## config.mk

```make
export PLATFORM = sky130hd
export DESIGN_NAME = scaled_clock_calendar_unit_flat
export DESIGN_NICKNAME = d
export VERILOG_FILES = /design/src/design/scc_pkg.sv /design/src/design/scc_if.sv /design/src/design/scaled_clock_calendar_unit.sv /design/src/design/scc_front.sv /design/src/design/scc_back.sv /design/src/flat_wrapper.sv
export VERILOG_INCLUDE_DIRS = /design/src /design/src/design
export SDC_FILE = /design/constraint.sdc
export NUM_CORES = 2
export LEC_CHECK = 0
export BUFFER_PORTS_ARGS = -buffer_cell sky130_fd_sc_hd__buf_2
export CORE_MARGIN = 10
export CORE_UTILIZATION = 46
export DETAILED_ROUTE_END_ITERATION = 8
export GPL_ROUTABILITY_DRIVEN = 1
export PLACE_DENSITY_LB_ADDON = 0.08
export SLEW_MARGIN = 25
export SYNTH_ARGS = -nofsm -noshare
export SYNTH_HDL_FRONTEND = slang
export SYNTH_SLANG_ARGS = --single-unit
export TNS_END_PERCENT = 100
```

## constraint.sdc

```tcl
create_clock -name clk -period 16.1 [get_ports clk]
set_clock_uncertainty 0.2 [all_clocks]
set_input_delay 3.22 -clock clk [delete_from_list [all_inputs] [get_ports clk]]
set_output_delay 3.22 -clock clk [all_outputs]
set_load 0.005 [all_outputs]
```

## src/design/assert_macros.svh

```systemverilog
// Assertion macros shared by the calendar unit's modules.
`ifndef ASSERT_MACROS_SVH
`define ASSERT_MACROS_SVH

// Clocked property check, disabled while reset is held low.
`define SCC_ASSERT(label, clk, rst_n, prop, msg) \
  label: assert property (@(posedge clk) disable iff (!rst_n) prop) \
    else $error(msg);

// Condition that must never hold at a clock edge.
`define SCC_ASSERT_NEVER(label, clk, rst_n, cond, msg) \
  `SCC_ASSERT(label, clk, rst_n, !(cond), msg)

`endif

```

## src/design/scc_pkg.sv

```systemverilog
// Types, constants and helper functions of the scaled clock calendar unit.
package scc_pkg;

  localparam logic FUNC_LOAD   = 1'b0;
  localparam logic FUNC_UPDATE = 1'b1;

  localparam logic [3:0] MONTH_JAN = 4'd1;
  localparam logic [3:0] MONTH_FEB = 4'd2;
  localparam logic [3:0] MONTH_DEC = 4'd12;

  localparam logic [16:0] SECS_PER_DAY  = 17'd86400;
  localparam logic [11:0] SECS_PER_HOUR = 12'd3600;
  localparam logic [5:0]  SECS_PER_MIN  = 6'd60;
  localparam logic [6:0]  YEARS_PER_CENT = 7'd100;

  // Reciprocals for exact floor division by constants: q = (x * R) >> S.
  // ms -> s: x / 1000 over 32 bits.
  localparam logic [28:0] RECIP_1000 = 29'd274877907;
  localparam int unsigned SH_1000    = 38;
  // (x >> 7) / 675 gives x / 86400.
  localparam logic [25:0] RECIP_675  = 26'd50903317;
  localparam int unsigned SH_675     = 35;
  // (x >> 4) / 225 gives x / 3600.
  localparam logic [13:0] RECIP_225  = 14'd9321;
  localparam int unsigned SH_225     = 21;
  // (x >> 2) / 15 gives x / 60.
  localparam logic [10:0] RECIP_15   = 11'd1093;
  localparam int unsigned SH_15      = 14;
  // (y >> 2) / 25 gives y / 100.
  localparam logic [14:0] RECIP_25   = 15'd20972;
  localparam int unsigned SH_25      = 19;

  typedef enum logic [3:0] {
    ST_IDLE,
    ST_SEC,
    ST_SCALE,
    ST_DAY,
    ST_DREM,
    ST_HOUR,
    ST_HREM,
    ST_MIN,
    ST_FIN
  } scc_state_t;

  // One queued command, already classified.
  typedef struct packed {
    logic        is_load;
    logic [31:0] time_ms;
    logic [15:0] year;
    logic [3:0]  month;
    logic [4:0]  day;
    logic [4:0]  hour;
    logic [5:0]  minute;
    logic [5:0]  second;
  } scc_cmd_t;

  typedef struct packed {
    logic [15:0] year;
    logic [3:0]  month;
    logic [15:0] day;
    logic [4:0]  hour;
    logic [5:0]  minute;
    logic [5:0]  second;
  } scc_result_t;

  // Days in a month, non-leap; codes outside one to twelve give zero.
  function automatic logic [4:0] month_len(input logic [3:0] month);
    logic [4:0] len;
    unique case (month)
      4'd1, 4'd3, 4'd5, 4'd7, 4'd8, 4'd10, 4'd12: len = 5'd31;
      4'd4, 4'd6, 4'd9, 4'd11:                     len = 5'd30;
      4'd2:                                        len = 5'd28;
      default:                                     len = 5'd0;
    endcase
    return len;
  endfunction

endpackage

```

## src/design/scc_if.sv

```systemverilog
// Valid/ready channel interfaces of the scaled clock calendar unit.
interface scc_in_if ();
  logic        valid;
  logic        ready;
  logic        func;
  logic [31:0] time_ms;
  logic [15:0] start_year;
  logic [3:0]  start_month;
  logic [4:0]  start_day;
  logic [4:0]  start_hour;
  logic [5:0]  start_minute;
  logic [5:0]  start_second;

  modport source (
    output valid, func, time_ms, start_year, start_month, start_day,
           start_hour, start_minute, start_second,
    input  ready
  );
  modport sink (
    input  valid, func, time_ms, start_year, start_month, start_day,
           start_hour, start_minute, start_second,
    output ready
  );
endinterface

interface scc_out_if ();
  logic        valid;
  logic        ready;
  logic [15:0] cur_year;
  logic [3:0]  cur_month;
  logic [15:0] cur_day;
  logic [4:0]  cur_hour;
  logic [5:0]  cur_minute;
  logic [5:0]  cur_second;

  modport source (
    output valid, cur_year, cur_month, cur_day, cur_hour, cur_minute, cur_second,
    input  ready
  );
  modport sink (
    input  valid, cur_year, cur_month, cur_day, cur_hour, cur_minute, cur_second,
    output ready
  );
endinterface

interface scc_cfg_if ();
  logic       valid;
  logic       ready;
  logic [9:0] data;

  modport source (output valid, data, input ready);
  modport sink (input valid, data, output ready);
endinterface

```

## src/design/scaled_clock_calendar_unit.sv

```systemverilog
// Top level of the scaled clock calendar unit: front queue, back datapath, ratio register.
//
// Usage:
//   in_ch  : valid/ready input beats. func = 0 loads a base tick and base date and
//            time (no result); func = 1 updates from the current millisecond tick.
//   out_ch : valid/ready result beats, one per update beat, in order: year,
//            month, day, hour, minute and second.
//   cfg_ch : writes time_ratio (game seconds per real second); always ready.
//            Write it only while no beat is in flight.
// Sequence: an update beat passes in the back end through an idle pick-up, then
//   eight sequencer steps: seconds, scaling, day, hour and minute divisions by
//   reciprocal multiply and their remainders, calendar carry; a load is applied at the pick-up.
//   The sequence is set by one multiply path per step and by the base date,
//   which a carry rebases before the next beat may use it.
//   The input queue (QUEUE_DEPTH beats) keeps in_ch ready while the back end works.
// Reset: rst_n low clears the base to zero, time_ratio to one, and empties the queue.
// Stall: a result held in the output register blocks the back end at its final step;
//   the queue then fills and in_ch.ready drops when it is full.
module scaled_clock_calendar_unit import scc_pkg::*; #(
  parameter int unsigned QUEUE_DEPTH = 2
) (
  input  logic      clk,
  input  logic      rst_n,
  scc_in_if.sink    in_ch,
  scc_out_if.source out_ch,
  scc_cfg_if.sink   cfg_ch
);

  logic       cmd_valid;
  logic       cmd_pop;
  scc_cmd_t   cmd;
  logic [9:0] ratio_r;

  // Ratio register: written whenever a config beat arrives.
  assign cfg_ch.ready = 1'b1;

  always_ff @(posedge clk) begin
    if (!rst_n) begin
      ratio_r <= 10'd1;
    end else if (cfg_ch.valid) begin
      ratio_r <= cfg_ch.data;
    end
  end

  // Front: accept and classify beats into the queue.
  scc_front #(
    .DEPTH (QUEUE_DEPTH)
  ) u_front (
    .clk       (clk),
    .rst_n     (rst_n),
    .in_ch     (in_ch),
    .cmd_valid (cmd_valid),
    .cmd       (cmd),
    .cmd_pop   (cmd_pop)
  );

  // Back: hold the base, run the division sequence and drive results.
  scc_back u_back (
    .clk       (clk),
    .rst_n     (rst_n),
    .ratio     (ratio_r),
    .cmd_valid (cmd_valid),
    .cmd       (cmd),
    .cmd_pop   (cmd_pop),
    .out_ch    (out_ch)
  );

endmodule

```

## src/design/scc_front.sv

```systemverilog
// Front end: accept input beats, classify them and hold them in a short queue.
`include "assert_macros.svh"

module scc_front import scc_pkg::*; #(
  parameter int unsigned DEPTH = 2
) (
  input  logic      clk,
  input  logic      rst_n,
  scc_in_if.sink    in_ch,
  output logic      cmd_valid,
  output scc_cmd_t  cmd,
  input  logic      cmd_pop
);

  localparam int unsigned PTR_W = (DEPTH > 1) ? $clog2(DEPTH) : 1;
  localparam int unsigned CNT_W = $clog2(DEPTH + 1);
  localparam logic [PTR_W-1:0] LAST_PTR = PTR_W'(DEPTH - 1);
  localparam logic [CNT_W-1:0] FULL_CNT = CNT_W'(DEPTH);

  scc_cmd_t         q_mem_r [DEPTH];
  logic [PTR_W-1:0] wr_ptr_r, wr_ptr_nxt;
  logic [PTR_W-1:0] rd_ptr_r, rd_ptr_nxt;
  logic [CNT_W-1:0] cnt_r, cnt_nxt;
  logic             push, pop;
  scc_cmd_t         entry;

  assign in_ch.ready = (cnt_r != FULL_CNT);
  assign push        = in_ch.valid & in_ch.ready;
  assign cmd_valid   = (cnt_r != '0);
  assign pop         = cmd_pop & cmd_valid;
  assign cmd         = q_mem_r[rd_ptr_r];

  // Classify: anything that is not an update is a load of the base.
  always_comb begin
    entry.is_load = (in_ch.func == FUNC_LOAD);
    entry.time_ms = in_ch.time_ms;
    entry.year    = in_ch.start_year;
    entry.month   = in_ch.start_month;
    entry.day     = in_ch.start_day;
    entry.hour    = in_ch.start_hour;
    entry.minute  = in_ch.start_minute;
    entry.second  = in_ch.start_second;
  end

  always_comb begin
    wr_ptr_nxt = wr_ptr_r;
    rd_ptr_nxt = rd_ptr_r;
    if (push) begin
      wr_ptr_nxt = (wr_ptr_r == LAST_PTR) ? '0 : wr_ptr_r + PTR_W'(1);
    end
    if (pop) begin
      rd_ptr_nxt = (rd_ptr_r == LAST_PTR) ? '0 : rd_ptr_r + PTR_W'(1);
    end
    unique case ({push, pop})
      2'b10:   cnt_nxt = cnt_r + CNT_W'(1);
      2'b01:   cnt_nxt = cnt_r - CNT_W'(1);
      default: cnt_nxt = cnt_r;
    endcase
  end

  always_ff @(posedge clk) begin
    if (!rst_n) begin
      wr_ptr_r <= '0;
      rd_ptr_r <= '0;
      cnt_r    <= '0;
    end else begin
      wr_ptr_r <= wr_ptr_nxt;
      rd_ptr_r <= rd_ptr_nxt;
      cnt_r    <= cnt_nxt;
    end
  end

  always_ff @(posedge clk) begin
    if (push) begin
      q_mem_r[wr_ptr_r] <= entry;
    end
  end

  `SCC_ASSERT(a_cnt_bound, clk, rst_n, cnt_r <= FULL_CNT, "queue count beyond depth")
  `SCC_ASSERT(a_pass_through, clk, rst_n, (push && pop) |=> $stable(cnt_r), "count moved on push with pop")
  `SCC_ASSERT_NEVER(a_pop_empty, clk, rst_n, cmd_pop && (cnt_r == '0), "pop from empty queue")

endmodule

```

## src/design/scc_back.sv

```systemverilog
// Back end: sequenced constant-division datapath, calendar carry and result register.
`include "assert_macros.svh"

module scc_back import scc_pkg::*; (
  input  logic       clk,
  input  logic       rst_n,
  input  logic [9:0] ratio,
  input  logic       cmd_valid,
  input  scc_cmd_t   cmd,
  output logic       cmd_pop,
  scc_out_if.source  out_ch
);

  scc_state_t  state_r, state_nxt;

  logic [31:0] base_ms_r;
  logic [15:0] base_year_r;
  logic [3:0]  base_month_r;
  logic [15:0] base_day_r;
  logic [4:0]  base_hour_r;
  logic [5:0]  base_minute_r;
  logic [5:0]  base_second_r;

  logic [31:0] now_r;
  logic [31:0] acc_r;
  logic [15:0] d_r;
  logic [4:0]  h_r;
  logic [5:0]  m_r;
  logic [9:0]  q100_r;
  logic        leap_r;

  logic        out_valid_r, out_valid_nxt;
  scc_result_t res_r, res_nxt;

  logic        load_go, fin_go, fin_fire, carry;
  logic [31:0] diff;
  logic [60:0] sec_prod;
  logic [16:0] tod;
  logic [33:0] scale_sum;
  logic [50:0] day_prod;
  logic [32:0] drem;
  logic [26:0] hour_prod;
  logic [16:0] hrem;
  logic [20:0] min_prod;
  logic [11:0] srem;
  logic [28:0] cent_prod;
  logic        is_cent;
  logic [4:0]  days;
  logic [16:0] day_sum, day_sub;

  // Datapath terms; each state consumes the ones for its own step.
  assign diff      = now_r - base_ms_r;
  assign sec_prod  = 61'(diff) * 61'(RECIP_1000);
  assign tod       = 17'(base_second_r) + 17'(base_minute_r) * 17'(SECS_PER_MIN)
                   + 17'(base_hour_r) * 17'(SECS_PER_HOUR);
  assign scale_sum = 34'(acc_r[22:0]) * 34'(ratio) + 34'(tod);
  assign day_prod  = 51'(acc_r[31:7]) * 51'(RECIP_675);
  assign drem      = 33'(acc_r) - 33'(d_r) * 33'(SECS_PER_DAY);
  assign hour_prod = 27'(acc_r[16:4]) * 27'(RECIP_225);
  assign hrem      = acc_r[16:0] - 17'(h_r) * 17'(SECS_PER_HOUR);
  assign min_prod  = 21'(acc_r[11:2]) * 21'(RECIP_15);
  assign srem      = acc_r[11:0] - 12'(m_r) * 12'(SECS_PER_MIN);

  // Gregorian leap test via year / 100.
  assign cent_prod = 29'(base_year_r[15:2]) * 29'(RECIP_25);
  assign is_cent   = (base_year_r == 16'(q100_r) * 16'(YEARS_PER_CENT));

  // Calendar carry of at most one month.
  assign days    = month_len(base_month_r)
                 + 5'((leap_r && (base_month_r == MONTH_FEB)) ? 1 : 0);
  assign day_sum = 17'(base_day_r) + 17'(d_r);
  assign carry   = (day_sum > 17'(days));
  assign day_sub = day_sum - 17'(days);

  always_comb begin
    res_nxt.hour   = h_r;
    res_nxt.minute = m_r;
    res_nxt.second = srem[5:0];
    if (carry) begin
      res_nxt.day = day_sub[16] ? 16'hFFFF : day_sub[15:0];
      if (base_month_r == MONTH_DEC) begin
        res_nxt.month = MONTH_JAN;
        res_nxt.year  = base_year_r + 16'd1;
      end else begin
        res_nxt.month = base_month_r + 4'd1;
        res_nxt.year  = base_year_r;
      end
    end else begin
      res_nxt.day   = day_sum[15:0];
      res_nxt.month = base_month_r;
      res_nxt.year  = base_year_r;
    end
  end

  assign fin_go = !out_valid_r || out_ch.ready;

  always_comb begin
    state_nxt = state_r;
    cmd_pop   = 1'b0;
    load_go   = 1'b0;
    fin_fire  = 1'b0;
    unique case (state_r)
      ST_IDLE: begin
        if (cmd_valid) begin
          cmd_pop = 1'b1;
          if (cmd.is_load) begin
            load_go = 1'b1;
          end else begin
            state_nxt = ST_SEC;
          end
        end
      end
      ST_SEC:   state_nxt = ST_SCALE;
      ST_SCALE: state_nxt = ST_DAY;
      ST_DAY:   state_nxt = ST_DREM;
      ST_DREM:  state_nxt = ST_HOUR;
      ST_HOUR:  state_nxt = ST_HREM;
      ST_HREM:  state_nxt = ST_MIN;
      ST_MIN:   state_nxt = ST_FIN;
      ST_FIN: begin
        if (fin_go) begin
          fin_fire  = 1'b1;
          state_nxt = ST_IDLE;
        end
      end
      default:  state_nxt = ST_IDLE;
    endcase
  end

  assign out_valid_nxt = fin_fire ? 1'b1 : (out_ch.ready ? 1'b0 : out_valid_r);

  always_ff @(posedge clk) begin
    if (!rst_n) begin
      state_r     <= ST_IDLE;
      out_valid_r <= 1'b0;
    end else begin
      state_r     <= state_nxt;
      out_valid_r <= out_valid_nxt;
    end
  end

  // Base date and time: load, or rebase on a month carry.
  always_ff @(posedge clk) begin
    if (!rst_n) begin
      base_ms_r     <= '0;
      base_year_r   <= '0;
      base_month_r  <= '0;
      base_day_r    <= '0;
      base_hour_r   <= '0;
      base_minute_r <= '0;
      base_second_r <= '0;
    end else if (load_go) begin
      base_ms_r     <= cmd.time_ms;
      base_year_r   <= cmd.year;
      base_month_r  <= cmd.month;
      base_day_r    <= 16'(cmd.day);
      base_hour_r   <= cmd.hour;
      base_minute_r <= cmd.minute;
      base_second_r <= cmd.second;
    end else if (fin_fire && carry) begin
      base_ms_r     <= now_r;
      base_year_r   <= res_nxt.year;
      base_month_r  <= res_nxt.month;
      base_day_r    <= res_nxt.day;
      base_hour_r   <= res_nxt.hour;
      base_minute_r <= res_nxt.minute;
      base_second_r <= res_nxt.second;
    end
  end

  always_ff @(posedge clk) begin
    if (cmd_pop) begin
      now_r <= cmd.time_ms;
    end
    unique case (state_r)
      ST_SEC: begin
        acc_r  <= 32'(sec_prod[SH_1000 +: 23]);
        q100_r <= cent_prod[SH_25 +: 10];
      end
      ST_SCALE: begin
        acc_r  <= scale_sum[31:0];
        leap_r <= ((base_year_r[1:0] == 2'd0) && !is_cent)
                  || (is_cent && (q100_r[1:0] == 2'd0));
      end
      ST_DAY:  d_r   <= day_prod[SH_675 +: 16];
      ST_DREM: acc_r <= 32'(drem[16:0]);
      ST_HOUR: h_r   <= hour_prod[SH_225 +: 5];
      ST_HREM: acc_r <= 32'(hrem[11:0]);
      ST_MIN:  m_r   <= min_prod[SH_15 +: 6];
      default: ;
    endcase
    if (fin_fire) begin
      res_r <= res_nxt;
    end
  end

  assign out_ch.valid      = out_valid_r;
  assign out_ch.cur_year   = res_r.year;
  assign out_ch.cur_month  = res_r.month;
  assign out_ch.cur_day    = res_r.day;
  assign out_ch.cur_hour   = res_r.hour;
  assign out_ch.cur_minute = res_r.minute;
  assign out_ch.cur_second = res_r.second;

  `SCC_ASSERT(a_pop_idle, clk, rst_n, cmd_pop |-> (state_r == ST_IDLE), "command taken mid-sequence")
  `SCC_ASSERT(a_fin_hold, clk, rst_n, ((state_r == ST_FIN) && !fin_go) |=> (state_r == ST_FIN), "finish dropped while result blocked")
  `SCC_ASSERT(a_base_quiet, clk, rst_n, ((state_r != ST_IDLE) && (state_r != ST_FIN)) |=> $stable(base_ms_r), "base tick changed mid-sequence")

endmodule
```

## src/flat_wrapper.sv

```systemverilog
// flat-port wrapper written by rule: the top's interface ports become plain ports
module scaled_clock_calendar_unit_flat import scc_pkg::*;
#(
  parameter int unsigned QUEUE_DEPTH = 2
)
  (clk, rst_n, in_ch_valid, in_ch_func, in_ch_time_ms, in_ch_start_year, in_ch_start_month, in_ch_start_day, in_ch_start_hour, in_ch_start_minute, in_ch_start_second, in_ch_ready, out_ch_valid, out_ch_cur_year, out_ch_cur_month, out_ch_cur_day, out_ch_cur_hour, out_ch_cur_minute, out_ch_cur_second, out_ch_ready, cfg_ch_valid, cfg_ch_data, cfg_ch_ready);
  scc_in_if in_ch_i ();
  scc_out_if out_ch_i ();
  scc_cfg_if cfg_ch_i ();
  input  logic clk;
  input  logic rst_n;
  input wire logic [$bits(in_ch_i.valid)-1:0] in_ch_valid;
  input wire logic [$bits(in_ch_i.func)-1:0] in_ch_func;
  input wire logic [$bits(in_ch_i.time_ms)-1:0] in_ch_time_ms;
  input wire logic [$bits(in_ch_i.start_year)-1:0] in_ch_start_year;
  input wire logic [$bits(in_ch_i.start_month)-1:0] in_ch_start_month;
  input wire logic [$bits(in_ch_i.start_day)-1:0] in_ch_start_day;
  input wire logic [$bits(in_ch_i.start_hour)-1:0] in_ch_start_hour;
  input wire logic [$bits(in_ch_i.start_minute)-1:0] in_ch_start_minute;
  input wire logic [$bits(in_ch_i.start_second)-1:0] in_ch_start_second;
  output wire logic [$bits(in_ch_i.ready)-1:0] in_ch_ready;
  output wire logic [$bits(out_ch_i.valid)-1:0] out_ch_valid;
  output wire logic [$bits(out_ch_i.cur_year)-1:0] out_ch_cur_year;
  output wire logic [$bits(out_ch_i.cur_month)-1:0] out_ch_cur_month;
  output wire logic [$bits(out_ch_i.cur_day)-1:0] out_ch_cur_day;
  output wire logic [$bits(out_ch_i.cur_hour)-1:0] out_ch_cur_hour;
  output wire logic [$bits(out_ch_i.cur_minute)-1:0] out_ch_cur_minute;
  output wire logic [$bits(out_ch_i.cur_second)-1:0] out_ch_cur_second;
  input wire logic [$bits(out_ch_i.ready)-1:0] out_ch_ready;
  input wire logic [$bits(cfg_ch_i.valid)-1:0] cfg_ch_valid;
  input wire logic [$bits(cfg_ch_i.data)-1:0] cfg_ch_data;
  output wire logic [$bits(cfg_ch_i.ready)-1:0] cfg_ch_ready;
  assign in_ch_i.valid = in_ch_valid;
  assign in_ch_i.func = in_ch_func;
  assign in_ch_i.time_ms = in_ch_time_ms;
  assign in_ch_i.start_year = in_ch_start_year;
  assign in_ch_i.start_month = in_ch_start_month;
  assign in_ch_i.start_day = in_ch_start_day;
  assign in_ch_i.start_hour = in_ch_start_hour;
  assign in_ch_i.start_minute = in_ch_start_minute;
  assign in_ch_i.start_second = in_ch_start_second;
  assign in_ch_ready = in_ch_i.ready;
  assign out_ch_valid = out_ch_i.valid;
  assign out_ch_cur_year = out_ch_i.cur_year;
  assign out_ch_cur_month = out_ch_i.cur_month;
  assign out_ch_cur_day = out_ch_i.cur_day;
  assign out_ch_cur_hour = out_ch_i.cur_hour;
  assign out_ch_cur_minute = out_ch_i.cur_minute;
  assign out_ch_cur_second = out_ch_i.cur_second;
  assign out_ch_i.ready = out_ch_ready;
  assign cfg_ch_i.valid = cfg_ch_valid;
  assign cfg_ch_i.data = cfg_ch_data;
  assign cfg_ch_ready = cfg_ch_i.ready;
  scaled_clock_calendar_unit #(.QUEUE_DEPTH(QUEUE_DEPTH)) u_core (.clk(clk), .rst_n(rst_n), .in_ch(in_ch_i), .out_ch(out_ch_i), .cfg_ch(cfg_ch_i));
endmodule
```

# After elaboration in Yosys (flattened, before gate mapping)
# Memory sizes are Yosys's and may differ from the RTL's. A register that Yosys moved wholly into a read port is not among the register bits.
# Index checks and enable logic that the tools add are counted.
dict set report word_totals {
  output_inout_bits 56
  mem_bits_rw 150
  wordCells 138
  memories 2
  reg_bits 259
  mem_bits_ro 80
}
# name words width rd rd_clocked_by_memory_dff write_ports line
set mem_list {}
lappend mem_list {u_core.u_front.q_mem_r 2 75 1 1 1 scc_front.sv:20} ;# scc_cmd_t q_mem_r [DEPTH];
lappend mem_list {{(name not given)} 16 5 1 1 0 scc_pkg.sv:69} ;# unique case (month)
dict set report classes {
  n_bitwise 4
  order_cmp 1
  n_mul 12
  n_eq_ne 17
  n_reduce_logical 18
  n_addsub 16
  n_mux 41
}
# operator count
set op_table {}
lappend op_table {{case mux 32 bit (4 select lines)} 1}
lappend op_table {{2-to-1 mux 32 bit} 2}
lappend op_table {{multiplier 32 x 29 -> 61 bit (second input constant)} 1}
lappend op_table {{multiplier 25 x 26 -> 51 bit (second input constant)} 1}
lappend op_table {{2-to-1 mux 16 bit} 3}
lappend op_table {{2-to-1 mux 36 bit} 1}
lappend op_table {{case mux 4 bit (9 select lines)} 1}
lappend op_table {{adder 32 x 17 -> 32 bit} 1}
lappend op_table {{multiplier 23 x 10 -> 32 bit} 1}
lappend op_table {{subtractor 32 bit} 1}
lappend op_table {{2-to-1 mux 4 bit} 7}
lappend op_table {{multiplier 14 x 13 -> 27 bit (second input constant)} 1}
lappend op_table {{multiplier 13 x 14 -> 26 bit (second input constant)} 1}
lappend op_table {{2-to-1 mux 6 bit} 4}
lappend op_table {{multiplier 10 x 11 -> 20 bit (second input constant)} 1}
lappend op_table {{2-to-1 mux 20 bit} 1}
lappend op_table {{2-to-1 mux 5 bit} 4}
lappend op_table {{adder 13 x 17 -> 17 bit} 1}
lappend op_table {{adder 16 x 16 -> 17 bit} 1}
lappend op_table {{> comparator 17 x 5 -> 1 bit} 1}
lappend op_table {{subtractor 17 bit} 1}
lappend op_table {{subtractor 17 x 5 -> 17 bit} 1}
lappend op_table {{adder 16 x 1 -> 16 bit (second input constant)} 1}
lappend op_table {{== test 16 bit} 1}
lappend op_table {{other kinds (35)} 70}

# Logic depth before layout (Yosys ltp)
dict set report depth {
  ltp_word 11
  ltp_mapped 41
  depth_no_buf 41
}

# By module
# Synthesis repeated with hierarchy kept, for this count alone.
dict set report unflattened {
  hier_cells 5676
  hier_area_um2 59289.4
}
# mod cells_each instances area_each_um2 seq_area_each_um2
set by_module_without_submodules {}
lappend by_module_without_submodules {scc_back 5385 1 53266.1 6516.2}
lappend by_module_without_submodules {scc_front 258 1 5640.4 4604.4}
lappend by_module_without_submodules {scaled_clock_calendar_unit 33 1 382.9 200.2}

# Worst setup path before layout
# No wires, ideal clock.
dict set report synth_timing {
  kind {reg2reg}
  start {register u_core.u_back.now_r[0]}
  end {register u_core.u_back.acc_r[16] (data pin)}
  arrival_ps 9631
  synth_period_minus_slack_ps 9967
  n_path_buf 0
  path_stages_with_launch 40
  path_slack_ps 6133
  required_ps 15764
  setup_ps 136
  path_cell_list {edfxtp_1 -> inv_1 -> ha_1 -> inv_1 -> fa_1 -> a21o_1 -> a21oi_1 -> o21ai_0 -> nand3b_1 -> a31oi_1 -> o21ai_0 -> nand2b_1 -> a21o_1 -> a21oi_1 -> xor2_1 -> inv_1 -> ha_1 -> fa_1 -> [... 4 more ...] -> fa_1 -> fa_1 -> fa_1 -> inv_1 -> fa_1 -> inv_1 -> ha_1 -> nand2_1 -> nor4_1 -> nand4_1 -> o32ai_1 -> nor3_1 -> o21ai_0 -> nor2_1 -> a21oi_1 -> a21oi_1 -> or4b_2 -> nand3_1}
}
dict set report synth_between {
  elab_chain_len 3
}
# item line
set synth_lines {}
lappend synth_lines {{start, declared} scc_back.sv:24} ;# logic [31:0] now_r;
lappend synth_lines {{start signal, assigned} scc_back.sv:173} ;# now_r <= cmd.time_ms;
lappend synth_lines {{subtractor 32 bit} scc_back.sv:52} ;# assign diff = now_r - base_ms_r;
lappend synth_lines {{multiplier 32 x 29 -> 61 bit} scc_back.sv:53} ;# assign sec_prod = 61'(diff) * 61'(RECIP_1000);
lappend synth_lines {{case mux 32 bit (4 select lines)} scc_back.sv:175} ;# unique case (state_r)
lappend synth_lines {{end signal, assigned} scc_back.sv:177} ;# acc_r <= 32'(sec_prod[SH_1000 +: 23]);
lappend synth_lines {{end signal, assigned} scc_back.sv:181} ;# acc_r <= scale_sum[31:0];
lappend synth_lines {{end signal, assigned} scc_back.sv:186} ;# ST_DREM: acc_r <= 32'(drem[16:0]);
lappend synth_lines {{end, declared} scc_back.sv:25} ;# logic [31:0] acc_r;
# Every way passes these cells.
# A chain may end at the register's enable or synchronous reset.

# Worst setup path after layout
dict set report layout_timing {
  start {register u_core.u_back.now_r[0]}
  end {register u_core.u_back.acc_r[21] (data pin)}
}
# Same word-level chain as after synthesis.

==> impl_metrics.ini <==
[grt]
grt_pass1_vias = 41800
overflow = 0
antenna_found_initial = 7
grt_pass1_wl_mm = 243
grt_max_degree = 47
grtUsageTotal_pct = 22.2

[final_layout]
final_cell_mix = 1314 x inv_1, 1146 x ha_1, 792 x fa_1, 305 x edfxtp_1, 294 x nand2_1
final_nets = 7818
post-route-cell-area_um2 = 63000
syn_to_final_growth_pct = 7.54
nFillCells = 11700
final_common_cell = inv_1
drive_above_1_share_pct = 6.21

[placement]
placed_area_um2 = 61500
port_buffers = 144
gp_congestion = 0.912
place_hpwl_mm = 127

[clock_network]
post_cts_resize_count = 0
cts_sinks = 413
cts_buffers = 46
clk_latency_ns = 0.61
cts_buffer_depth = 3
hold_buffers = 0
cts_max_level = 2
cts_setup_buffers = 0
path_clk_slew_ns = 0.07
cts_root_buf = clkbuf_16
tritoncts = built

[timing]
period_share_pct = 72.4
hold_violations = 0
drv_slew = 0
fin_crit_ns = 11.66
setup_viol = 0
max_freq_mhz = 85.8
rsz0062_at_grt = false
setup_tns_ns = 0
worst_pin_slew_ns = 1.10
relSlewSlack_pct = 26.0

[run_status]
outcome = completed

[flow_run]
cap_violations = 0

[synth]
yosysSeqAreaShare_pct = 19.3
avgSynthCellArea_um2 = 10.4
yosysUniqueCellTypes = 89
ys_async_sr_fraction_pct = 0
synth_enable_flop_cells = 305
ys_ff_latch = 413
synth.net_count = 7676
syn_area_um2 = 58600
ys.warnings.count = 0
syn-instance-count = 5648
ys.flop_type = edfxtp_1

[worst_setup_path]
start_kind = flop
cpMaxStageDelayCell = nor3_1
crit_path_end_kind = flop
arrival_ns = 11.79
worstPathRequired_ns = 16.23
timing.rr.start = u_core.u_back.now_r[0]
slowest_delay_ns = 0.68
path_class = reg2reg
cp_common_cell = inv_1
worstPathMaxFanout = 8
startpoint = u_core.u_back.now_r[0]

[drt]
vias_per_cell = 5.24
firstDrtPassIters = 5
post_drt_wl_per_cell_um = 20.7
dr.first_iter.drc_count = 2038
vias = 39200
antenna_left = 0
drc = 0
wirelength_mm = 155

[die]
num_rows = 130
start_util_pct = 46.5
die_x_um = 377
ios = 146
die_h_um = 377
fp.dieArea_um2 = 142000
core_region_area_um2 = 126000

[min_path]
min_path_type = reg2reg
min-delay-start = u_core.u_back.base_ms_r[19]
[cell families (layout without fill, tap and decap cells)]
logic type	count (synthesis)	after routing	synth area share [%]
AOI/OAI and AO/OA	722	722	8.19
and+or+nand+nor	812	812	6.52
xor gates and xnor gates	247	247	3.72
buffers and inverters	1429	1609	9.19
other	1	2	0.00640
muxes	86	86	1.55
DFF	413	413	19.3
adders and majority gates	1938	1938	51.5
[synthesized netlist by cell type (5+ instances only)]
cell | n | share of area [%]
inv_1 | 1316 | 8.4
ha_1 | 1146 | 24
fa_1 | 792 | 27
edfxtp_1 | 305 | 16
nand2_1 | 295 | 1.9
a21oi_1 | 225 | 1.9
nor2_1 | 189 | 1.2
xnor2_1 | 172 | 2.6
a21o_1 | 116 | 1.5
dfxtp_1 | 108 | 3.7
and2_1 | 103 | 1.1
clkbuf_1 | 94 | 0.60
o21ai_0 | 94 | 0.80
xor2_1 | 74 | 1.1
mux2i_1 | 49 | 0.84
a22oi_1 | 38 | 0.49
mux2_2 | 37 | 0.71
nor3_1 | 37 | 0.32
nand3_1 | 36 | 0.31
nor2b_1 | 31 | 0.33
a31oi_1 | 30 | 0.32
o21bai_1 | 30 | 0.38
nand4_1 | 26 | 0.28
a211oi_1 | 25 | 0.32
nand2b_1 | 25 | 0.27
and3_1 | 24 | 0.26
a221oi_1 | 21 | 0.31
o21a_1 | 19 | 0.24
o22ai_1 | 13 | 0.14
or3_1 | 11 | 0.12
buf_1 | 10 | 0.064
a211o_1 | 8 | 0.12
a31o_2 | 8 | 0.12
nor4_1 | 8 | 0.085
o211ai_1 | 8 | 0.10
a41oi_1 | 7 | 0.10
buf_2 | 6 | 0.051
nand3b_1 | 6 | 0.077
o32ai_1 | 6 | 0.090
a21boi_0 | 5 | 0.064
a22o_1 | 5 | 0.075
o41ai_1 | 5 | 0.075
or2_2 | 5 | 0.053
[critical path: cells and delay by family, from the launching register on]
kind	cells	cell delay, ns
AO/OA/AOI/OAI	14	3.58
flip-flops	1	0.39
AND/OR/NAND/NOR	5	1.55
XOR/XNOR	2	0.82
buffers and inverters	7	0.72
adder cells (fa/ha/maj)	11	4.14
[state kept, by name, summed over array words and instances, names as in the netlist, 4 cells and up, named ones only]
name and cells:
u_core.ratio_r 10, u_core.u_back.acc_r 32, u_core.u_back.base_day_r 16, u_core.u_back.base_hour_r 5, u_core.u_back.base_minute_r 6, u_core.u_back.base_month_r 4
u_core.u_back.base_ms_r 32, u_core.u_back.base_second_r 6, u_core.u_back.base_year_r 16, u_core.u_back.d_r 16, u_core.u_back.h_r 5, u_core.u_back.m_r 6
u_core.u_back.now_r 32, u_core.u_back.out_ch.cur_day 16, u_core.u_back.out_ch.cur_hour 5, u_core.u_back.out_ch.cur_minute 6, u_core.u_back.out_ch.cur_month 4, u_core.u_back.out_ch.cur_second 6
u_core.u_back.out_ch.cur_year 16, u_core.u_back.q100_r 10, u_core.u_back.state_r 4, u_core.u_front.q_mem_r 150
[final timing paths]
check / end / depth (start not counted) / slack [ns]
worst max-delay path: u_core.u_back.acc_r[21] / 39 / 4.44
worst min-delay path: u_core.u_back.base_ms_r[19] / 2 / 0.25
worst max register to register: u_core.u_back.acc_r[21] / 39 / 4.44
worst min register to register: u_core.u_back.base_ms_r[19] / 2 / 0.25
[layer usage]
layer / share of wire [%] / up-vias / global-route usage (%)
met5: 0.0071 / - / 0
met4: 2.2 / 2 / 4.76
met3: 4.4 / 155 / 2.63
met2: 48 / 704 / 38.2
met1: 45 / 19600 / 29.8
li1: - / 18700 / -
[final cells by class]
| cell class | count | area [um2] | share of cell area, % |
|---|---|---|---|
| Clock buffer | 64 | 1260 | 2.00 |
| Antenna cell | 1 | 2.50 | 0.00397 |
| Multi-Input combinational cell | 3806 | 42000 | 66.6 |
| Inverter | 1316 | 4940 | 7.84 |
| Clock inverter | 22 | 249 | 0.395 |
| Timing Repair Buffer | 207 | 1210 | 1.91 |
| Tap cell | 1650 | 2060 | 3.27 |
| Sequential cell | 413 | 11300 | 18.0 |
[metrics by stage]
| stage | utilization [%] | std cells | hold slack (ns) | setup WS [ns] |
|---|---|---|---|---|
| CTS | 50.0 | 7478 | 0.256 | 4.34 |
| global placement | 48.8 | 7391 | 0.242 | 4.63 |
| finish | 50.0 | 7479 | 0.253 | 4.44 |
| global route | 50.0 | 7478 | 0.271 | 3.61 |
| detailed placement | 48.8 | 7392 | 0.247 | 4.39 |
| floorplan | - | 5648 | 0.227 | 6.13 |
Power is not shown: default switching activity piles up to over one toggle a cycle in this logic, so the estimate is an artifact.
